$ cat src/hw/rtl/spd_pkg.sv
// Package for the point distance sorter: payload structs, queue entry,
// sorter states and register indexes.
// No dependencies.
package spd_pkg;

  localparam int COORD_W     = 24;
  localparam int DIFF_W      = COORD_W + 1;
  localparam int SQ_W        = 48;
  localparam int KEY_W       = 52;
  localparam int QUEUE_DEPTH = 4;
  localparam int QPTR_W      = $clog2(QUEUE_DEPTH);
  localparam int QCNT_W      = $clog2(QUEUE_DEPTH + 1);
  localparam int REG_IDX_W   = 2;

  localparam logic [REG_IDX_W-1:0] REG_TARGET_X = 2'd0;
  localparam logic [REG_IDX_W-1:0] REG_TARGET_Y = 2'd1;
  localparam logic [REG_IDX_W-1:0] REG_TARGET_Z = 2'd2;

  typedef struct packed {
    logic signed [COORD_W-1:0] point_x;
    logic signed [COORD_W-1:0] point_y;
    logic signed [COORD_W-1:0] point_z;
    logic                      batch_end;
  } point_in_t;

  typedef struct packed {
    logic signed [COORD_W-1:0] sorted_x;
    logic signed [COORD_W-1:0] sorted_y;
    logic signed [COORD_W-1:0] sorted_z;
    logic                      final_point;
  } point_out_t;

  typedef struct packed {
    logic signed [COORD_W-1:0] x;
    logic signed [COORD_W-1:0] y;
    logic signed [COORD_W-1:0] z;
  } coord3_t;

  typedef struct packed {
    coord3_t            pt;
    logic               batch_end;
    logic [KEY_W-1:0]   key;
  } entry_t;

  typedef struct packed {
    logic full;
    logic empty;
  } queue_status_t;

  typedef enum logic {
    ST_LOAD,
    ST_EMIT
  } sort_state_t;

endpackage

$ cat src/hw/rtl/spd_front.sv
// Front end: accepts points and computes the squared distance key in two stages.
// Depends on spd_pkg; feeds spd_queue.
module spd_front import spd_pkg::*; (
  input  logic                      clk,
  input  logic                      rst_n,
  input  logic                      in_valid,
  output logic                      in_ready,
  input  point_in_t                 in_data,
  input  logic signed [COORD_W-1:0] target_x,
  input  logic signed [COORD_W-1:0] target_y,
  input  logic signed [COORD_W-1:0] target_z,
  input  queue_status_t             q_status,
  output logic                      push,
  output entry_t                    push_data
);

  logic                     a_valid_r, a_valid_nxt;
  logic                     b_valid_r, b_valid_nxt;
  logic signed [DIFF_W-1:0] dx_r, dy_r, dz_r;
  logic signed [DIFF_W-1:0] dx_nxt, dy_nxt, dz_nxt;
  coord3_t                  a_pt_r, b_pt_r;
  logic                     a_end_r, b_end_r;
  logic [SQ_W-1:0]          sqx_r, sqy_r, sqz_r;
  logic signed [2*DIFF_W-1:0] px2, py2, pz2;
  logic                     adv;

  assign adv      = !b_valid_r || !q_status.full;
  assign in_ready = adv;
  assign push     = b_valid_r && !q_status.full;

  always_comb begin
    dx_nxt = {in_data.point_x[COORD_W-1], in_data.point_x} - {target_x[COORD_W-1], target_x};
    dy_nxt = {in_data.point_y[COORD_W-1], in_data.point_y} - {target_y[COORD_W-1], target_y};
    dz_nxt = {in_data.point_z[COORD_W-1], in_data.point_z} - {target_z[COORD_W-1], target_z};
    a_valid_nxt = adv ? in_valid : a_valid_r;
    b_valid_nxt = adv ? a_valid_r : b_valid_r;
  end

  assign px2 = dx_r * dx_r;
  assign py2 = dy_r * dy_r;
  assign pz2 = dz_r * dz_r;

  always_ff @(posedge clk) begin
    if (!rst_n) begin
      a_valid_r <= 1'b0;
      b_valid_r <= 1'b0;
    end else begin
      a_valid_r <= a_valid_nxt;
      b_valid_r <= b_valid_nxt;
    end
  end

  always_ff @(posedge clk) begin
    if (adv) begin
      dx_r     <= dx_nxt;
      dy_r     <= dy_nxt;
      dz_r     <= dz_nxt;
      a_pt_r   <= '{x: in_data.point_x, y: in_data.point_y, z: in_data.point_z};
      a_end_r  <= in_data.batch_end;
      sqx_r    <= px2[SQ_W-1:0];
      sqy_r    <= py2[SQ_W-1:0];
      sqz_r    <= pz2[SQ_W-1:0];
      b_pt_r   <= a_pt_r;
      b_end_r  <= a_end_r;
    end
  end

  always_comb begin
    push_data.pt        = b_pt_r;
    push_data.batch_end = b_end_r;
    push_data.key       = KEY_W'(sqx_r) + KEY_W'(sqy_r) + KEY_W'(sqz_r);
  end

endmodule

$ cat config.mk
export PLATFORM = sky130hd
export DESIGN_NAME = spd_front
export DESIGN_NICKNAME = d
export VERILOG_FILES = /design/src/hw/rtl/spd_pkg.sv /design/src/hw/rtl/spd_front.sv
export SDC_FILE = /design/constraint.sdc
export NUM_CORES = 2
export LEC_CHECK = 0
export BUFFER_PORTS_ARGS = -buffer_cell sky130_fd_sc_hd__buf_4
export CORE_UTILIZATION = 43
export DETAILED_ROUTE_END_ITERATION = 12
export PLACE_DENSITY = 0.56
export SKIP_LAST_GASP = 1
export SYNTH_ARGS = -nofsm -noshare
export SYNTH_HDL_FRONTEND = slang
export SYNTH_SLANG_ARGS = --single-unit
$ cat constraint.sdc
create_clock -name clk -period 11.8 [get_ports clk]
set_input_delay 0.59 -clock clk [delete_from_list [all_inputs] [get_ports clk]]
set_output_delay 0.59 -clock clk [all_outputs]
set_load 0.05 [all_outputs]
==> impl_metrics.py <==
metrics = {
    "clocking": {
        "clockRootBuffer": "clkbuf_16",
        "numCtsBuffers": 50,
        "cts_resized": 0,
        "cts_buffer_depth": 3,
        "clkLatencyLatePin_ns": 0.65,
        "cts.clk_slew.worst_paths_ns": 0.07,
        "cts_setup_buffers": 0,
        "htreeDepth": 2,
        "clock-sinks": 364,
        "hold_buffers": 0,
        "cts_tree": "yes",
    },
    "yosys": {
        "syn_area_per_cell_um2": 10.2,
        "synthXorXnorAreaFrac": 0.0316,
        "yosys_warnings": 0,
        "muxShareOfSynthArea": 0.00103,
        "synthSimpleGateAreaFrac": 0.0969,
        "ys.flop_type": "edfxtp_1",
        "synthCells": 7656,
        "synth_top_family_by_area": "adder cells",
        "yosysSeqAreaShare": 0.140,
        "synth_adder_area_share": 0.558,
        "synth_async_sr_flop_share": 0,
        "syn_area_mm2": 0.0781,
        "synth_compound_area_frac": 0.0583,
        "synth_seq_cells": 364,
        "ys_types": 84,
        "synth_edf_count": 362,
    },
    "placed_design": {
        "port_buffers": 273,
        "place_congestion": 0.876,
        "pre_cts_ws_ns": 2.66,
        "dp.cells": 10200,
        "dpl.hpwl_mm": 157,
    },
    "global_routing": {
        "grt_pass1_wl_mm": 311,
        "grt_use_met3": 0.0257,
        "grt_use_total": 0.218,
        "antenna_found_initial": 5,
        "grt_use_met1": 0.295,
        "busiest_layer": "met2",
        "grt_max_degree": 143,
        "grt_pass1_vias": 56600,
        "overflow": 0,
        "grt_util_met2": 0.369,
    },
    "sta": {
        "rsz0062_at_grt": "no",
        "tightestPinTransition_ns": 1.14,
        "timing.final.crit_share": 0.782,
        "finalSetupViolCount": 0,
        "min_period_ns": 9.22,
        "skew_ns": 0.0235,
        "final-hold-violation-count": 0,
        "tns_ns": 0,
        "layout_setup_ws_ns": 2.58,
        "slew_headroom": 0.240,
        "clock.fmax_ghz": 0.108,
        "final_max_slew_viol_count": 0,
    },
    "floorplan": {
        "core-area_mm2": 0.181,
        "fp.dieH_um": 428,
        "die_area_mm2": 0.183,
        "row_count": 156,
        "start_util": 0.432,
        "ios": 277,
        "dieWidth_um": 428,
    },
    "finish": {
        "syn2layout_area_growth_pct": 8.44,
        "fin_nets": 10400,
        "final_cell_count_no_fill": 10300,
        "final_cell_mix": "inv_1 (2,175), fa_1 (1,822), nand2_1 (580), ha_1 (567), edfxtp_1 (362)",
        "final_common_cell": "inv_1",
        "drive_above_1_share": 0.0588,
    },
    "detailed_routing": {
        "drt-total-wl_mm": 191,
        "routed_via_density": 4.97,
        "drc": 0,
        "ant_nets": 0,
        "drt-pass1-iter-count": 5,
        "first_iter_violations": 2573,
        "wire_per_inst_um": 18.5,
        "vias": 51100,
    },
    "worst_setup_path": {
        "cp-endpoint": "sqx_r[41]",
        "worstSetupPathType": "reg2reg",
        "r2r_cells": 24,
        "worstPathMaxFanout": 23,
        "startpoint": "dx_r[22]",
        "crit_path_end_kind": "flip-flop",
        "r2r-end": "sqx_r[41]",
        "reg2reg_from": "dx_r[22]",
        "r2r_slack_ns": 2.58,
        "cp.required_ns": 12.15,
        "crit_path_start_kind": "flip-flop",
        "critical_path_arrival_ns": 9.58,
    },
    "status": {
        "status": "finished clean",
    },
    "worst_hold_path": {
        "hp-class": "in2reg",
    },
    "job": {
        "drv_cap": 0,
    },
}
## through the flow
stage | util | hold slack [ns] | cell area (um2)
CTS | 0.469 | 0.0526 | 84600
finish | 0.469 | 0.124 | 84600
global placement | 0.460 | 0.401 | 83000
detailed placement | 0.460 | 0.405 | 83000
global route | 0.469 | 0.0798 | 84600
floorplan | - | 0.400 | 78100
## worst min path at each step
stage	from	endpoint	slack [ns]	cells past startpoint
6_report	in_data[28]	a_pt_r[27]	0.12	1
5_1_grt	in_data[25]	a_pt_r[24]	0.08	1
4_1_cts	in_data[25]	a_pt_r[24]	0.05	1
3_5_place_dp	a_pt_r[66]	push_data[119]	0.40	0
3_3_place_gp	a_pt_r[4]	push_data[57]	0.40	0
2_1_floorplan	a_end_r	b_end_r	0.40	0
## critical path, stage by stage (launching register included)
cell and delay (ns):
edfxtp_1 1.10, inv_1 0.55, nor2_1 0.40, fa_1 0.48, fa_1 0.48, inv_1 0.05
fa_1 0.44, fa_1 0.55, inv_1 0.06, fa_1 0.46, fa_1 0.51, inv_1 0.05
fa_1 0.47, inv_1 0.04, ha_1 0.35, a21oi_1 0.26, a21boi_0 0.18, a211o_1 0.32
or2_2 0.28, a211oi_1 0.52, o21ai_1 0.29, a31oi_1 0.30, nand3b_1 0.16, o21ai_0 0.10
xor2_1 0.51
## registers in the layout, indices dropped and copies added (netlist names)
| register | cells |
|---|---|
| dz_r | 25 |
| dx_r | 25 |
| sqx_r | 47 |
| push_data | 72 |
| a_pt_r | 72 |
| b_valid_r | 1 |
| a_valid_r | 1 |
| a_end_r | 1 |
| b_end_r | 1 |
| sqy_r | 47 |
| dy_r | 25 |
| sqz_r | 47 |
## cell usage after synthesis (all sizes together) (7+ instances only)
library cell / count / area [um2]
nand4: 22 / 138
and2: 361 / 2260
a21o: 101 / 758
ha: 567 / 7090
nor2: 251 / 942
o31a: 8 / 70.1
edfxtp: 362 / 10900
nand2: 581 / 2180
or3: 12 / 75.1
inv: 2175 / 8160
clkbuf: 183 / 687
nand2b: 53 / 332
o31ai: 8 / 60.1
a2111oi: 10 / 108
nor2b: 86 / 538
o21a: 42 / 315
a211o: 8 / 70.1
o21bai: 27 / 203
nor4: 8 / 50.1
fa: 1822 / 36500
o21ai: 126 / 634
mux2i: 8 / 80.1
or2: 10 / 62.6
a21oi: 204 / 1020
nor3: 43 / 215
o211ai: 16 / 125
a221o: 7 / 70.1
and3: 28 / 178
xnor2: 222 / 1940
or4: 8 / 60.1
a21boi: 11 / 86.3
a31oi: 24 / 165
nand3: 66 / 330
o2111ai: 8 / 70.1
a211oi: 36 / 270
xor2: 60 / 526
## cell type report
class | count | area [um2]
Antenna cell | 3 | 7.51
Clock buffer | 59 | 1380
Timing Repair Buffer | 350 | 2650
Sequential cell | 364 | 10900
Clock inverter | 34 | 284
Inverter | 2179 | 8180
Fill cell | 17000 | 95900
Tap cell | 2370 | 2970
Multi-Input combinational cell | 4928 | 58300
## logic make-up after synthesis
group / Yosys count
AO/OA/AOI/OAI: 690
XOR/XNOR: 282
adder cells (fa/ha/maj): 2389
buffers and inverters: 2368
flip-flops: 364
multiplexers: 8
other: 1
AND/OR/NAND/NOR: 1554
## routing by layer
layer | vias up | wire length, um
li1 | 23400 | -
met4 | 0 | 5720
met2 | 950 | 93900
met1 | 26600 | 82800
met5 | - | 0
met3 | 176 | 8290
Power is not shown: default switching activity piles up to over one toggle a cycle in this logic, so the estimate is an artifact.
