<file path="src/hw/rtl/spd_pkg.sv">
// Package for the point distance sorter: payload structs, queue entry,
// sorter states and register indexes.
// No dependencies.
package spd_pkg;

  localparam int COORD_W     = 24;
  localparam int DIFF_W      = COORD_W + 1;
  localparam int SQ_W        = 48;
  localparam int KEY_W       = 52;
  localparam int QUEUE_DEPTH = 4;
  localparam int QPTR_W      = $clog2(QUEUE_DEPTH);
  localparam int QCNT_W      = $clog2(QUEUE_DEPTH + 1);
  localparam int REG_IDX_W   = 2;

  localparam logic [REG_IDX_W-1:0] REG_TARGET_X = 2'd0;
  localparam logic [REG_IDX_W-1:0] REG_TARGET_Y = 2'd1;
  localparam logic [REG_IDX_W-1:0] REG_TARGET_Z = 2'd2;

  typedef struct packed {
    logic signed [COORD_W-1:0] point_x;
    logic signed [COORD_W-1:0] point_y;
    logic signed [COORD_W-1:0] point_z;
    logic                      batch_end;
  } point_in_t;

  typedef struct packed {
    logic signed [COORD_W-1:0] sorted_x;
    logic signed [COORD_W-1:0] sorted_y;
    logic signed [COORD_W-1:0] sorted_z;
    logic                      final_point;
  } point_out_t;

  typedef struct packed {
    logic signed [COORD_W-1:0] x;
    logic signed [COORD_W-1:0] y;
    logic signed [COORD_W-1:0] z;
  } coord3_t;

  typedef struct packed {
    coord3_t            pt;
    logic               batch_end;
    logic [KEY_W-1:0]   key;
  } entry_t;

  typedef struct packed {
    logic full;
    logic empty;
  } queue_status_t;

  typedef enum logic {
    ST_LOAD,
    ST_EMIT
  } sort_state_t;

endpackage

</file>
<file path="src/hw/rtl/spd_queue.sv">
// Short queue of keyed points between the front end and the sorter.
// Depends on spd_pkg.
module spd_queue import spd_pkg::*; (
  input  logic          clk,
  input  logic          rst_n,
  input  logic          push,
  input  entry_t        push_data,
  input  logic          pop,
  output entry_t        pop_data,
  output queue_status_t status
);

  entry_t              mem_r [QUEUE_DEPTH];
  logic [QPTR_W-1:0]   wptr_r, rptr_r;
  logic [QCNT_W-1:0]   cnt_r, cnt_nxt;
  logic                do_pop;

  assign status.full  = (cnt_r == QCNT_W'(QUEUE_DEPTH));
  assign status.empty = (cnt_r == '0);
  assign do_pop       = pop && !status.empty;
  assign pop_data     = mem_r[rptr_r];

  always_comb begin
    cnt_nxt = cnt_r;
    if (push && !do_pop) begin
      cnt_nxt = cnt_r + 1'b1;
    end else if (do_pop && !push) begin
      cnt_nxt = cnt_r - 1'b1;
    end
  end

  always_ff @(posedge clk) begin
    if (!rst_n) begin
      wptr_r <= '0;
      rptr_r <= '0;
      cnt_r  <= '0;
    end else begin
      cnt_r <= cnt_nxt;
      if (push) begin
        wptr_r <= wptr_r + 1'b1;
      end
      if (do_pop) begin
        rptr_r <= rptr_r + 1'b1;
      end
    end
  end

  always_ff @(posedge clk) begin
    if (push) begin
      mem_r[wptr_r] <= push_data;
    end
  end

endmodule

</file>
<file path="config.mk">
export PLATFORM = sky130hd
export DESIGN_NAME = spd_queue
export DESIGN_NICKNAME = d
export VERILOG_FILES = /design/src/hw/rtl/spd_pkg.sv /design/src/hw/rtl/spd_queue.sv
export SDC_FILE = /design/constraint.sdc
export NUM_CORES = 1
export LEC_CHECK = 0
export BUFFER_PORTS_ARGS = -buffer_cell sky130_fd_sc_hd__buf_2
export CORE_AREA = 2 2 208 210
export DETAILED_ROUTE_END_ITERATION = 12
export DIE_AREA = 0 0 210 212
export GPL_TIMING_DRIVEN = 1
export PLACE_DENSITY = 0.63
export SYNTH_ARGS = -nofsm -noshare
export SYNTH_HDL_FRONTEND = slang
export SYNTH_SLANG_ARGS = --single-unit
</file>
<file path="constraint.sdc">
create_clock -name clk -period 8.1 [get_ports clk]
set_clock_uncertainty 0.15 [all_clocks]
set_input_delay 0.81 -clock clk [delete_from_list [all_inputs] [get_ports clk]]
set_output_delay 0.81 -clock clk [all_outputs]
set_load 0.05 [all_outputs]
</file>
==> impl_metrics.toml, run 1 <==
[outcome]
status = "completed"

[clocking]
cts_num_sinks = 509
cts_buffers = 50
cts_hold_buffers = 0
cts_tree = "built"
post-cts-setup-buffers = 0
clock_latency_ps = 570
htreeDepth = 2
cts-root-buf = "clkbuf_16"
cts_buffer_depth = 3
path_clk_slew_ps = 60
cts_resized = 0

[placement]
place_ws_ps = 4640
numPortBuffers = 255
place.gp.congestion = 0.681
dp_hpwl_mm = 19.9
placed_area_sq_mm = 0.0204

[timing]
slew_violations = 0
finalWorstSetupSlack_ps = 4160
fin_crit_sh_pct = 48.7
finalSetupTns_ps = 0
fin_hold_ws_ps = 288
worstMarginPinSlew_ps = 1070
finalCriticalPeriod_ps = 3940
max-slew-margin-rel_pct = 28.9
setup_violations = 0
finalHoldViolations = 0
max_freq_mhz = 254
rsz0062_at_grt = "false"

[floorplan]
dieWidth_um = 210
core_sq_mm = 0.0425
die_y_um = 212
num_rows = 76
design.die.area_sq_mm = 0.0445
start_util_pct = 43.4
ios = 256

[cells_and_area]
final_common_cell = "edfxtp_1"
drive_gt1_share_pct = 45.1
n_fill_cell = 3343
final_nets = 1123
final_cell_mix = "edfxtp_1 (500), buf_2 (255), mux4_2 (125)"
final_cell_area_sq_mm = 0.0219
syn2layout_area_growth_pct = 18.8

[routing]
wirelength_mm = 34.4
drc = 0
postRouteAntennaNets = 0
first_pass_iters = 4
routed-via-count = 8195
drt_iter0_drc = 474
wl_per_cell_um = 21.8
viasPerCell = 5.20

[synthesis]
ys_types = 21
synth-seq-area-share_pct = 82.3
syn_nets = 831
syn-cell-area_sq_mm = 0.0185
syn_avg_cell_area_sq_um = 26.5
synth_cells = 696
yosys_warnings = 0
synth-seq-cells = 509

[critical_path]
critPathArrivalTime_ps = 2980
endpoint = "pop_data[114]"
end_kind = "output pin"
r2r-start = "wptr_r[0]$_SDFFE_PN0P_"
r2r_end = "mem_r[3][57]$_DFFE_PP_"
start_kind = "flop"
r2r_setup_slack_ps = 5760
criticalPathCategory = "reg -> out"
r2r_cells = 3
cp_max_fo = 40
required_ps = 7140

[global_route]
grt_pass1_vias = 8733
grt_usage_pct = 15.6
antenna_found_initial = 7
grt_max_degree = 63
grt_pass1_wl_mm = 51.6
grt_overflow = 0

[power]
total_leakage_power_nw = 7.29
ir_worst_vdd_v = 0.000234
cellPowerDensity_mw_per_mm2 = 339

[hold_path]
hold_path_depth = 1
hp-class = "in -> reg"

[flow_run]
max_cap_viol_count = 0
## per-layer routing
metal,share of wire [%],track usage (%)
met5,0.052,0
met4,2.3,5.80
met3,6.8,4.67
met2,49,25.1
met1,42,20.1
## worst min path at each step
stage          slack (ps)                 endpoint                  start
6_report              290  mem_r[1][123]$_DFFE_PP_         push_data[123]
5_1_grt               270  mem_r[2][104]$_DFFE_PP_         push_data[104]
4_1_cts               250  mem_r[0][113]$_DFFE_PP_         push_data[113]
3_5_place_dp          380    cnt_r[2]$_SDFFE_PN0P_  cnt_r[2]$_SDFFE_PN0P_
3_3_place_gp          370    cnt_r[2]$_SDFFE_PN0P_  cnt_r[2]$_SDFFE_PN0P_
2_1_floorplan         340    cnt_r[2]$_SDFFE_PN0P_  cnt_r[2]$_SDFFE_PN0P_
## stage by stage
stage,power (mW),utilization [%],std cells
global placement,5.31,47.9,1482
finish,7.42,51.6,1577
global route,7.71,51.6,1575
detailed placement,5.32,47.9,1482
CTS,7.54,51.6,1572
floorplan,4.87,-,696
## sequential cells by signal (all words and copies together), names as in the netlist, named ones only
signal	flops
wptr_r	2
rptr_r	2
cnt_r	3
mem_r	500
## area by class of cell
cell class	instances	area, sq um	share of cell area (%)
Tap cell	546	683	3.12
Clock inverter	23	178	0.810
Inverter	3	11.3	0.0514
Clock buffer	67	1380	6.29
Antenna cell	5	12.5	0.0571
Timing Repair Buffer	268	1370	6.27
Multi-Input combinational cell	156	3090	14.1
Sequential cell	509	15200	69.3
## cell usage after synthesis
cell	count	area share (%)
edfxtp_1	500	81
mux4_2	125	15
buf_2	14	0.38
and2_1	9	0.31
dfxtp_1	9	0.98
buf_6	7	0.43
clkbuf_1	7	0.14
ha_1	5	0.34
inv_1	3	0.061
xnor2_1	3	0.14
mux2i_1	2	0.11
nor2b_1	2	0.068
xor2_1	2	0.095
a21boi_0	1	0.041
fa_1	1	0.11
nor3_1	1	0.027
nor3b_1	1	0.041
o21ai_0	1	0.027
o311ai_0	1	0.047
o31ai_1	1	0.041
or3_1	1	0.034
## cells by family after synthesis
group,count (synthesis),synth area share [%]
buffers and inverters,31,1.01
AND/OR/NAND/NOR,14,0.474
adder cells (fa/ha/maj),6,0.447
flip-flops,509,82.3
XOR/XNOR,5,0.237
multiplexers,127,15.4
AO/OA/AOI/OAI,4,0.156
## report_power, final
group	internal (mW)	switching, mW	leakage (nW)	total (mW)
combinational	0.659	1.46	1.86	2.11
sequential	3.04	0.0778	4.67	3.12
clock	1.28	0.912	0.758	2.19
total	4.98	2.44	7.29	7.42
## critical path: stages, from the launching register on
cell,delay [ps]
dfxtp_4,710
buf_4,790
mux4_2,600
buf_2,230
(Power assumes the default switching activity.)
==> run 2, diff against run 1 <==
PLACE_DENSITY = 0.66   (was 0.63)
clock period = 3.6 ns   (was 8.1 ns; I/O delays follow)
==> impl_metrics.toml, run 2 (same netlist as run 1, synthesis figures left out) <==
[cells_and_area]
syn2layout_area_growth_pct = 26.7
largest_register_ff_count = 500
n_fill_cell = 3195
top_regs = "mem_r: 500 flops, cnt_r: 3 flops"
max_flop_register = "mem_r"
final_nets = 1254
final_common_cell = "edfxtp_1"
final_cell_area_sq_mm = 0.0234
drive_gt1_share_pct = 40.7
final_cell_mix = "edfxtp_1 (500), buf_2 (255), dlygate4sd3_1 (126)"

[power]
switching_share_pct = 32.8
total_leakage_power_nw = 7.89
cellPowerDensity_mw_per_mm2 = 731
ir_worst_vdd_v = 0.000427
intPower_mw = 11.5
power_frac_seq_pct = 41.0
power_frac_comb_pct = 29.1
power.share.clock_pct = 29.9
p_switching_mw = 5.60

[routing]
drc = 0
postRouteAntennaNets = 0
met2_length_mm = 17.1
viasPerCell = 5.10
wl_per_cell_um = 21.1
drt_iter0_drc = 646
first_pass_iters = 4
routed-via-count = 8697
met1Wirelength_mm = 15.5
highest_layer = "met5"
met3_length_mm = 2.71
wirelength_mm = 36.0

[timing]
finalCriticalPeriod_ps = 3010
finalSetupTns_ps = 0
finalHoldViolations = 0
setup_violations = 0
worstMarginPinSlew_ps = 662
max_freq_mhz = 333
fin_crit_sh_pct = 83.5
slew_violations = 0
max-slew-margin-rel_pct = 55.9
rsz0062_at_grt = "false"

[floorplan]
die_y_um = 212
core_sq_mm = 0.0425
dieWidth_um = 210
num_rows = 76
start_util_pct = 43.4
design.die.area_sq_mm = 0.0445
ios = 256

[global_route]
grt_usage_pct = 16.3
grt_pass1_vias = 9376
antenna_found_initial = 5
grt_max_degree = 86
grt_pass1_wl_mm = 54.4
grt_overflow = 0

[clocking]
path_clk_slew_ps = 60
cts-root-buf = "clkbuf_16"
cts_buffer_depth = 3
cts_resized = 0
cts_tree = "built"
cts_buffers = 51
clock_latency_ps = 580
cts_num_sinks = 509
htreeDepth = 2
post-cts-setup-buffers = 0

[critical_path]
required_ps = 3090
slowest_stage = "dfxtp_4"
r2r_cells = 7
cp_max_fo = 24
critPathArrivalTime_ps = 2500
criticalPathCategory = "reg -> out"
start_kind = "flop"
slowest_delay_ps = 720
end_kind = "output pin"
path_cells = "buf_4 -> mux4_2 -> buf_2"

[outcome]
status = "completed"

[hold_path]
hp-class = "in -> reg"
hold_path_depth = 3

[placement]
place.gp.congestion = 0.725
numPortBuffers = 255
dp_hpwl_mm = 20.9
placed_area_sq_mm = 0.0205

[flow_run]
max_cap_viol_count = 0
==> run 2: cell type report <==
type | instances | area, sq um | share of cell area (%)
sequential | 509 | 15200 | 65.0
timing repair buffer | 398 | 2790 | 11.9
inverter | 3 | 11.3 | 0.0481
clock inverter | 25 | 278 | 1.19
clock buffer | 64 | 1330 | 5.67
antenna | 4 | 10.0 | 0.0428
tap | 546 | 683 | 2.92
multi-input combinational | 156 | 3090 | 13.2
==> run 2: worst paths after layout <==
path | slack (ps) | start | to
setup / recovery | 590 | flop | pop_data[79]
hold / removal | 60 | push | wptr_r[1]$_SDFFE_PN0P_
setup reg to reg | 1270 | cnt_r[0]$_SDFFE_PN0P_ | cnt_r[2]$_SDFFE_PN0P_
hold reg to reg | 400 | cnt_r[2]$_SDFFE_PN0P_ | cnt_r[2]$_SDFFE_PN0P_
==> run 2: metrics by stage <==
step	instances	hold slack, ps	utilization (%)	setup slack, ps	total power [mW]
final	1705	60.6	55.0	594	17.1
after floorplan	696	309	-	930	10.9
after CTS	1701	29.2	55.0	458	17.3
after global placement	1486	365	48.3	1110	12.1
after detailed placement	1486	386	48.3	1100	12.1
after global routing	1704	49.7	55.0	419	17.7
==> run 2: critical path, delay by kind of cell (launching register included) <==
family                 cells  cell delay [ps]
flip-flops                 1              720
buffers and inverters      2              620
multiplexers               1              550
==> run 2: what timing repair did <==
| item | CTS | global route |
|---|---|---|
| endpoints found under the hold margin | 509 | 0 |
| setup endpoints to repair | 0 | 0 |
| hold buffers | 126 | 0 |
==> run 2: power groups by stage <==
stage	Clock (mW)	Sequential, mW	Combinational [mW]
6_report	5.12	7.01	4.97
2_1_floorplan	0	7.02	3.93
5_1_grt	5.48	7.05	5.22
3_3_place_gp	0	7.14	4.92
3_5_place_dp	0	7.15	4.93
4_1_cts	5.25	7.03	5.06
==> run 2: per-layer routing <==
metal	global-route usage [%]	vias up
met5	0	-
met4	5.11	2
met3	4.76	54
met2	26.2	253
met1	21.6	4513
li1	-	3875
==> run 3, diff against run 2 <==
ABC_AREA = 1   (was not set)
CORE_AREA = 2 2 211 213   (was 2 2 208 210)
DIE_AREA = 0 0 213 215   (was 0 0 210 212)
PLACE_DENSITY = 0.63   (was 0.66)
clock period = 2.95 ns   (was 3.6 ns; I/O delays follow)
==> impl_metrics.toml, run 3 <==
[routing]
wl_per_cell_um = 18.4
postRouteAntennaNets = 0
viasPerCell = 5.12
drc = 0
first_pass_iters = 5
drt_iter0_drc = 783
routed-via-count = 11700
wirelength_mm = 42.1

[synthesis]
yosys_warnings = 0
synth-seq-cells = 509
synth_largest_area_cell = "edfxtp_1"
ys_types = 22
synth_cells = 1273
async_flop_share_pct = 0
syn_nets = 1408
synth-seq-area-share_pct = 79.9
syn-cell-area_sq_mm = 0.0190
yosys-top-cells-count = "edfxtp_1 (500), nor2_1 (256), o21ai_0 (214)"
synth_top_area_share_pct = 78.9
ys_top_cells_by_area = "edfxtp_1 (79%), o21ai_0 (5.6%), nor2_1 (5.1%)"
yosysMostFrequentCell = "edfxtp_1"
ys.flop_type = "edfxtp_1"
syn_avg_cell_area_sq_um = 14.9
synth-edff-count = 500

[critical_path]
start_kind = "flop"
required_ps = 2510
end_kind = "output pin"
slowest_stage = "dfxtp_4"
critPathArrivalTime_ps = 2210
path_cells = "inv_8 -> buf_12 -> nor2_1 -> o22ai_1 -> buf_2"
crit_buf_inv = 3
cp_max_fo = 70
slowest_delay_ps = 390
criticalPathCategory = "reg -> out"
crit_family = "buffers and inverters"

[timing]
setup_violations = 0
max_freq_mhz = 377
finalHoldViolations = 0
worstMarginPinSlew_ps = 893
slew_violations = 0
max-slew-margin-rel_pct = 40.5
finalSetupTns_ps = 0
fin_crit_sh_pct = 89.9
fin_hold_ws_ps = 311
finalCriticalPeriod_ps = 2650
rsz0062_at_grt = "false"
finalWorstSetupSlack_ps = 297

[clocking]
cts_num_sinks = 509
cts_tree = "built"
cts_resized = 0
cts_buffers = 51
post-cts-setup-buffers = 0
cts_buffer_depth = 3
cts-root-buf = "clkbuf_16"
clock_latency_ps = 580
path_clk_slew_ps = 60
htreeDepth = 2

[global_route]
grt_usage_pct = 18.4
antenna_found_initial = 5
grt_max_degree = 85
grt_pass1_wl_mm = 65.0
grt_pass1_vias = 11800
grt_overflow = 0

[power]
ir_worst_vdd_v = 0.000713
fin_total_pwr_mw = 21.2
cellPowerDensity_mw_per_mm2 = 887
total_leakage_power_nw = 8.41

[cells_and_area]
top_regs = "mem_r: 500 flops, cnt_r: 3 flops"
final_cell_mix = "edfxtp_1 (500), nor2_1 (256), buf_2 (255)"
final_util_pct = 54.9
syn2layout_area_growth_pct = 25.9
max_flop_register = "mem_r"
final_nets = 1788
drive_gt1_share_pct = 22.2
final_cell_area_sq_mm = 0.0239
layoutNonFillerInstCount = 2291
n_fill_cell = 3473
largest_register_ff_count = 500
final_common_cell = "edfxtp_1"

[placement]
place.gp.congestion = 0.762
placed_cells = 2064
numPortBuffers = 255
placed_area_sq_mm = 0.0210
dp_hpwl_mm = 23.4
place_ws_ps = 819

[floorplan]
design.die.area_sq_mm = 0.0458
start_util_pct = 43.6
num_rows = 77
ios = 256
dieWidth_um = 213
core_sq_mm = 0.0436
die_y_um = 215

[outcome]
status = "completed"

[flow_run]
max_cap_viol_count = 0

[hold_path]
hp-class = "in -> reg"
[run 3: cell count changes after synthesis, moves of 3 or more]
cell / previous run / this run
mux4_2: 125 / 0
nand2_1: 0 / 15
xnor2_1: 3 / 0
o22ai_1: 0 / 125
nand3_1: 0 / 3
and2_1: 9 / 0
inv_1: 3 / 15
o21ai_0: 1 / 214
a21oi_1: 0 / 5
nor2_1: 0 / 256
o21ai_1: 0 / 39
clkbuf_1: 7 / 38
buf_6: 7 / 23
[run 3: timing repair]
action                                 CTS  global route
setup endpoints to repair                0             0
endpoints found under the hold margin  509             0
hold buffers                           128             0
[run 3: power breakdown]
| group | internal, mW | total (mW) | switching (mW) | leakage [nW] |
|---|---|---|---|---|
| Sequential | 8.30 | 8.40 | 0.102 | 4.67 |
| Combinational | 1.47 | 6.35 | 4.87 | 2.91 |
| Clock | 3.89 | 6.50 | 2.60 | 0.832 |
| Total | 13.7 | 21.2 | 7.58 | 8.41 |
[run 3: layer usage]
layer,vias up,global-route usage [%],wire length [um]
met4,0,5.90,863
li1,5580,-,-
met5,-,0,0
met1,5732,24.2,18300
met3,71,5.23,3230
met2,345,29.4,19800
[run 3: final timing paths]
| path | startpoint | endpoint | slack, ps | cells past startpoint |
|---|---|---|---|---|
| setup / recovery | flop | pop_data[97] | 300 | 5 |
| hold / removal | push_data[45] | mem_r[0][45]$_DFFE_PP_ | 310 | 2 |
| setup reg to reg | wptr_r[0]$_SDFFE_PN0P_ | mem_r[0][71]$_DFFE_PP_ | 920 | 5 |
| hold reg to reg | wptr_r[1]$_SDFFE_PN0P_ | wptr_r[1]$_SDFFE_PN0P_ | 350 | 2 |
[run 3: kinds of logic (layout without fill, tap and decap cells)]
| kind of cell | after synthesis | count (layout) | share of synthesized area [%] |
|---|---|---|---|
| other | 0 | 5 | 0 |
| flip-flops | 509 | 509 | 79.9 |
| buffers and inverters | 99 | 520 | 3.28 |
| adder cells (fa/ha/maj) | 6 | 6 | 0.434 |
| XOR/XNOR | 1 | 1 | 0.0461 |
| AO/OA/AOI/OAI | 383 | 383 | 10.9 |
| AND/OR/NAND/NOR | 275 | 275 | 5.45 |
[run 3: cell type report]
class	count	area (sq um)	area share, %
antenna	5	12.5	0.0523
tap	592	741	3.09
clock buffer	64	1370	5.71
multi-input combinational	665	3220	13.4
inverter	17	88.8	0.371
clock inverter	30	329	1.37
sequential	509	15200	63.5
timing repair buffer	409	2980	12.4
[run 3: worst register-to-register path, stage by stage, from the launching register on]
cell and delay [ps]:
dfxtp_2 330, inv_2 80, ha_2 180, nand2_2 60, clkinvlp_4 100, buf_4 680
